$ cat src/rtl/core/order_batch_matcher_assert.svh
// Assertion macros for the order batch matcher.
`ifndef ORDER_BATCH_MATCHER_ASSERT_SVH
`define ORDER_BATCH_MATCHER_ASSERT_SVH

`ifndef SYNTHESIS
`define OBM_ASSERT_IMPLY(label, clk, rst_n, ante, cons) \
    label: assert property (@(posedge clk) disable iff (!rst_n) (ante) |-> (cons)) \
        else $error("assertion failed");
`define OBM_ASSERT_NEVER(label, clk, rst_n, expr) \
    label: assert property (@(posedge clk) disable iff (!rst_n) !(expr)) \
        else $error("assertion failed");
`else
`define OBM_ASSERT_IMPLY(label, clk, rst_n, ante, cons)
`define OBM_ASSERT_NEVER(label, clk, rst_n, expr)
`endif

`endif

$ cat src/rtl/core/obm_pkg.sv
package obm_pkg;

    localparam int MAX_ORDERS = 16;
    localparam int IDX_W      = $clog2(MAX_ORDERS);
    localparam int CNT_W      = $clog2(MAX_ORDERS + 1);
    localparam int PRICE_W    = 40;
    localparam int AMOUNT_W   = 40;
    localparam int PROD_W     = 8;
    localparam int TIME_W     = 32;
    localparam int CFG_W      = 32;
    localparam int IN_DATA_W  = 128;
    localparam int OUT_DATA_W = 88;

    localparam logic CFG_PRODUCT = 1'b0;
    localparam logic CFG_TIME    = 1'b1;

    typedef enum logic [1:0] {
        ST_LOAD,
        ST_CHECK,
        ST_MATCH,
        ST_FLUSH
    } obm_state_t;

    typedef struct packed {
        logic load;
        logic step;
        logic emit_empty;
        logic flush;
        logic clear;
    } obm_cmd_t;

    typedef struct packed {
        logic side_empty;
        logic scan_done;
        logic pend_valid;
        logic out_free;
    } obm_status_t;

endpackage

$ cat src/rtl/core/obm_ctrl.sv
module obm_ctrl (
    input  logic                clk,
    input  logic                rst_n,
    input  logic                in_valid,
    input  logic                in_last,
    output logic                in_ready,
    input  obm_pkg::obm_status_t status,
    output obm_pkg::obm_cmd_t    cmd
);
    import obm_pkg::*;

    obm_state_t state_reg;
    obm_state_t state_next;

    always_ff @(posedge clk or negedge rst_n)
    begin
        if (!rst_n)
        begin
            state_reg <= ST_LOAD;
        end
        else
        begin
            state_reg <= state_next;
        end
    end

    always_comb
    begin
        state_next = state_reg;
        cmd        = '0;
        in_ready   = 1'b0;
        unique case (state_reg)
            ST_LOAD:
            begin
                in_ready = 1'b1;
                cmd.load = in_valid;
                if (in_valid && in_last)
                begin
                    state_next = ST_CHECK;
                end
            end
            ST_CHECK:
            begin
                if (status.side_empty)
                begin
                    if (status.out_free)
                    begin
                        cmd.emit_empty = 1'b1;
                        cmd.clear      = 1'b1;
                        state_next     = ST_LOAD;
                    end
                end
                else
                begin
                    state_next = ST_MATCH;
                end
            end
            ST_MATCH:
            begin
                if (status.scan_done)
                begin
                    state_next = ST_FLUSH;
                end
                else if (!status.pend_valid || status.out_free)
                begin
                    cmd.step = 1'b1;
                end
            end
            ST_FLUSH:
            begin
                if (!status.pend_valid)
                begin
                    cmd.clear  = 1'b1;
                    state_next = ST_LOAD;
                end
                else if (status.out_free)
                begin
                    cmd.flush  = 1'b1;
                    cmd.clear  = 1'b1;
                    state_next = ST_LOAD;
                end
            end
            default:
            begin
                state_next = ST_LOAD;
            end
        endcase
    end

endmodule

$ cat config.mk
export PLATFORM = sky130hd
export DESIGN_NAME = obm_ctrl
export DESIGN_NICKNAME = d
export VERILOG_FILES = /design/src/rtl/core/order_batch_matcher_assert.svh /design/src/rtl/core/obm_pkg.sv /design/src/rtl/core/obm_ctrl.sv
export SDC_FILE = /design/constraint.sdc
export NUM_CORES = 1
export LEC_CHECK = 0
export BUFFER_PORTS_ARGS = -buffer_cell sky130_fd_sc_hd__buf_4
export CAP_MARGIN = 30
export CORE_AREA = 2 2 39 41
export CTS_BUF_LIST = sky130_fd_sc_hd__clkbuf_16
export CTS_CLUSTER_DIAMETER = 120
export DETAILED_ROUTE_END_ITERATION = 8
export DIE_AREA = 0 0 41 43
export PLACE_DENSITY = 0.38
export SLEW_MARGIN = 20
export SYNTH_ARGS = -nofsm -noshare
export SYNTH_HDL_FRONTEND = slang
export SYNTH_SLANG_ARGS = --single-unit
$ cat constraint.sdc
create_clock -name clk -period 2.7 [get_ports clk]
set_input_delay 0.405 -clock clk [delete_from_list [all_inputs] [get_ports clk]]
set_output_delay 0.405 -clock clk [all_outputs]
set_load 0.02 [all_outputs]
# Yosys cells after proc, flatten, opt, wreduce, memory -nomap -nowiden
# Index checks and enable logic that the tools add are counted.
# Widths: inputs -> output; s select.
[totals]
ff_bits = 2
in_bits = 8
out_inout_bits = 6
wordCells = 30
[classes]
eq_ne = 5
n_mux = 19
n_reduce_logical = 5
[ops]
columns = ["operator", "count"]
rows = [
  ["$mux 2", 6],
  ["$mux 1", 11],
  ["$pmux 2 s4", 1],
  ["$eq 2x2->1 const B", 2],
  ["$ne 2x2->1 const B", 2],
  ["$eq 2x1->1 const B", 1],
  ["$logic_not 2->1", 1],
  ["$pmux 1 s2", 1],
  ["$reduce_and 2->1", 1],
  ["$logic_and 1x1->1", 1],
  ["$logic_not 1->1", 1],
  ["$logic_or 1x1->1", 1],
]

# Depth between registers and ports, before layout
[depth]
word_depth = 5
mapped_depth = 4

# Worst setup path before layout
# OpenSTA, ideal clock, no wires.
[synth_timing]
path_type = "flip-flop to output port"
start = "register state_reg[1]"
end = "output port cmd[4] (netlist name)"
t_arrival_ns = 1.099
path_slack_ns = 1.196
stages_incl_launch_ff = 4
path_buffers = 1
path_cell_list = "dfrtp_1 > buf_6 > nor2_1 > and2_1"
[synth_rtl]
columns = ["element", "line", "source"]
rows = [
  ["from (decl)", "obm_ctrl.sv:12", "obm_state_t state_reg;"],
  ["from (signal assigned)", "obm_ctrl.sv:23", "state_reg <= state_next;"],
  ["to (decl)", "obm_ctrl.sv:8", "output obm_pkg::obm_cmd_t cmd"],
]

==> run summary <==
The run finished with clean final reports. The dominant register cell in the synthesized netlist is sky130_fd_sc_hd__dfrtp_1. Dividing total power by cell area gives a power density of about 1200 mW/mm2. The cell depth of the worst flop-to-flop path is 3.

The maximum fanout along the worst path came out at 9. Wires add up to approximately 470 um. The clock sink count came out at 2.

The number of levels the H-tree was split into came out at 1. Setup repair after global routing left no endpoint under its margin. After the last flow step, the layout net total stands at between 40 and 50. STA classifies the critical path startpoint as a flip-flop. The worst setup path is of the reg2out kind. The core region is between 0.001 and 0.0015 mm2. The gate count after technology mapping came out at 23.

Across all register-to-register paths, the minimum setup slack is 1.68 ns. The top cell types in the final layout, fill and taps aside, are 13 x sky130_fd_sc_hd__buf_4, 6 x sky130_fd_sc_hd__nand2_1, 3 x sky130_fd_sc_hd__clkbuf_16. The number of detailed-route iterations in the first pass is 3. The floorplan die area is 0.00176 mm2. The first global-routing pass estimated between 700 and 800 um of wire. The number of clock buffers inserted by TritonCTS came out at 3. The detailed-route vias per instance came out at 3.58. The setup slack at placement came out at ~1.3 ns. Setup violations remaining at the end of the flow were counted as 0. The data required time at the worst endpoint came out at roughly 2.3 ns. In this run the clock root is driven by a sky130_fd_sc_hd__clkbuf_16. Routability-driven placement finished with a final weighted congestion of between 0.6 and 0.7. The clock tree from TritonCTS is built. The height of the chip is between 40 and 50 um. The count of pins over their slew limit came out at 0.

When the netlist entered floorplanning its net count stood at 31. The sequential-to-total area share from yosys stat is ~31%. The hold violation total from the final report came out at 0. The overall track demand over capacity in global routing came out at between 6 and 7%.

The number of synthesis warnings is 0. The transition time at the pin with the least slew margin is a little under 0.3 ns. The largest net degree at the start of global routing came out at 10. The arrival time at the worst endpoint is 1.16 ns. The worst hold path cell count is 3. The count of antenna-violating nets left after detailed routing is 0.

The antenna cell count is 0. The maximum count of clock buffers along a single path is 2. The average detailed-routed wire length per instance came out at about 8.6 um.

The number of distinct library cells after synthesis came out at 15. The worst slew slack as a fraction of its limit is ~80%. Dividing the final minimum period by the clock period gives just under 60%.

The remaining routing DRC violations is 0. In this run, the number of DRC markers left after iteration 0 of detailed routing was 4. The clock latency on the worst-skew pair came out at roughly 0.22 ns.

The library cell used most frequently in the layout, excluding fill and tap cells, is sky130_fd_sc_hd__buf_4. The synthesized netlist occupies a cell area of 164 um2. After floorplanning, the core was divided into 14 placement rows.

The sink of the worst hold path is state_reg[0]$_DFFE_PN0P_. The share of synthesized registers carrying an async set or reset is between 90% and 100%. The worst hold path begins at status[0].

During I/O placement, the number of pins put on the boundary was 14. The sum of negative setup slack came out at 0 ns. The max-capacitance violation count is 0. The number of antenna violations at the first check in global routing came out at 0.

The via count of the first global-routing pass is just under 200. During placement, the flow inserted port buffers numbering 13. The reported leakage power is between 0.00015 and 0.0002 uW. Once the floorplan was initialized, standard cells occupied 11.8% of the core.

The detailed-route via count came out at between 150 and 200. The synthesized area per cell came out at approximately 7.1 um2. Synthesis inferred 2 register bits. The die is between 40 and 50 um wide. The endpoint identified for the worst register-to-register timing path is state_reg[0]$_DFFE_PN0P_. The fraction of layout cells with a size suffix above 1 is 41.0%.

The register clock-pin slew on the reported worst setup and hold paths came out at about 0.03 ns. The post-CTS resize count came out at 0. The total congestion overflow after global routing is 0.

The final setup slack of the worst path is ~1.1 ns. Counting the fill cells in the layout gives 159. The maximum clock frequency came out at roughly 0.64 GHz. The register with the most flip-flops in the layout has 2 of them. For the finished layout, the period the worst path requires is around 1.6 ns. The classification of the worst-slack hold path is in2reg.

The worst setup path is captured at an output port. The final setup skew came out at 0.000594 ns. The startpoint identified for the worst register-to-register timing path is state_reg[1]$_DFFE_PN0P_. The layout overhead on the synthesized area is 117%. The count of flip-flops with a built-in enable after synthesis came out at 0.

Across the VDD grid, the largest voltage drop is between 0.3 and 0.4 mV.
Yosys cell counts (all sizes together), types with 2 or more instances:
master	n	area share, %
nor2	2	4.6
o21ai	2	6.1
dfrtp	2	31
nand2	6	14
nor3	2	6.1
per-stage QoR:
stage / instance area (um2) / utilization, % / cells / hold WS (ns) / power [uW]
floorplan: 164 / - / 23 / 0.109 / 176
global placement: 270 / 19.5 / 51 / 0.189 / 224
detailed placement: 270 / 19.5 / 51 / 0.188 / 224
CTS: 355 / 25.7 / 55 / 0.480 / 450
global route: 355 / 25.7 / 55 / 0.501 / 470
finish: 355 / 25.7 / 55 / 0.483 / 442
kinds of logic (layout without fill, tap and decap cells):
logic type,Yosys count,count (layout),share of synthesized area (%)
buffers and inverters,2,18,9.16
DFF,2,2,30.5
and+or+nand+nor,12,12,32.1
muxes,1,1,6.11
AOI/OAI and AO/OA,6,6,22.1
layout make-up:
class	count	area, um2	area share, %
Timing Repair Buffer	14	108	30.3
Multi-Input combinational cell	19	98.8	27.8
Clock buffer	3	75.1	21.1
Sequential cell	2	50.0	14.1
Tap cell	16	20.0	5.63
Inverter	1	3.75	1.06
where the power goes:
group	internal [uW]	total, uW	switching [uW]	leakage [uW]
Clock	188	221	32.4	0.0000370
Sequential	45.7	81.2	35.5	0.0000236
Combinational	70.3	141	70.3	0.000115
Total	304	442	138	0.000175
what timing repair did:
action / CTS / global route
setup buffers: 0 / 0
hold endpoints to repair: 2 / 0
hold buffers: 1 / 0
layer usage:
layer	vias up	global-route usage, %	part of all wire [%]
li1	109	-	-
met1	79	9.29	50
met2	9	6.56	42
met3	0	1.57	7.9
met4	0	10.0	0
met5	-	0	0
worst max-delay path by stage:
stage / slack (ns) / start / end / depth (start not counted)
finish: 1.13 / state_reg[1]$_DFFE_PN0P_ / cmd[0] / 3
global route: 1.01 / state_reg[1]$_DFFE_PN0P_ / cmd[0] / 3
CTS: 1.12 / state_reg[1]$_DFFE_PN0P_ / cmd[0] / 3
detailed placement: 1.26 / status[0] / cmd[0] / 5
global placement: 1.27 / status[0] / cmd[0] / 5
floorplan: 1.20 / state_reg[1]$_DFFE_PN0P_ / cmd[4] / 3
worst max-delay path: stages, from the launching register on:
cell                       delay (ns)
sky130_fd_sc_hd__dfrtp_1         0.50
sky130_fd_sc_hd__nand2_1         0.12
sky130_fd_sc_hd__a21boi_0        0.17
sky130_fd_sc_hd__buf_4           0.16
No activity file was read; power rests on OpenSTA's default activity.
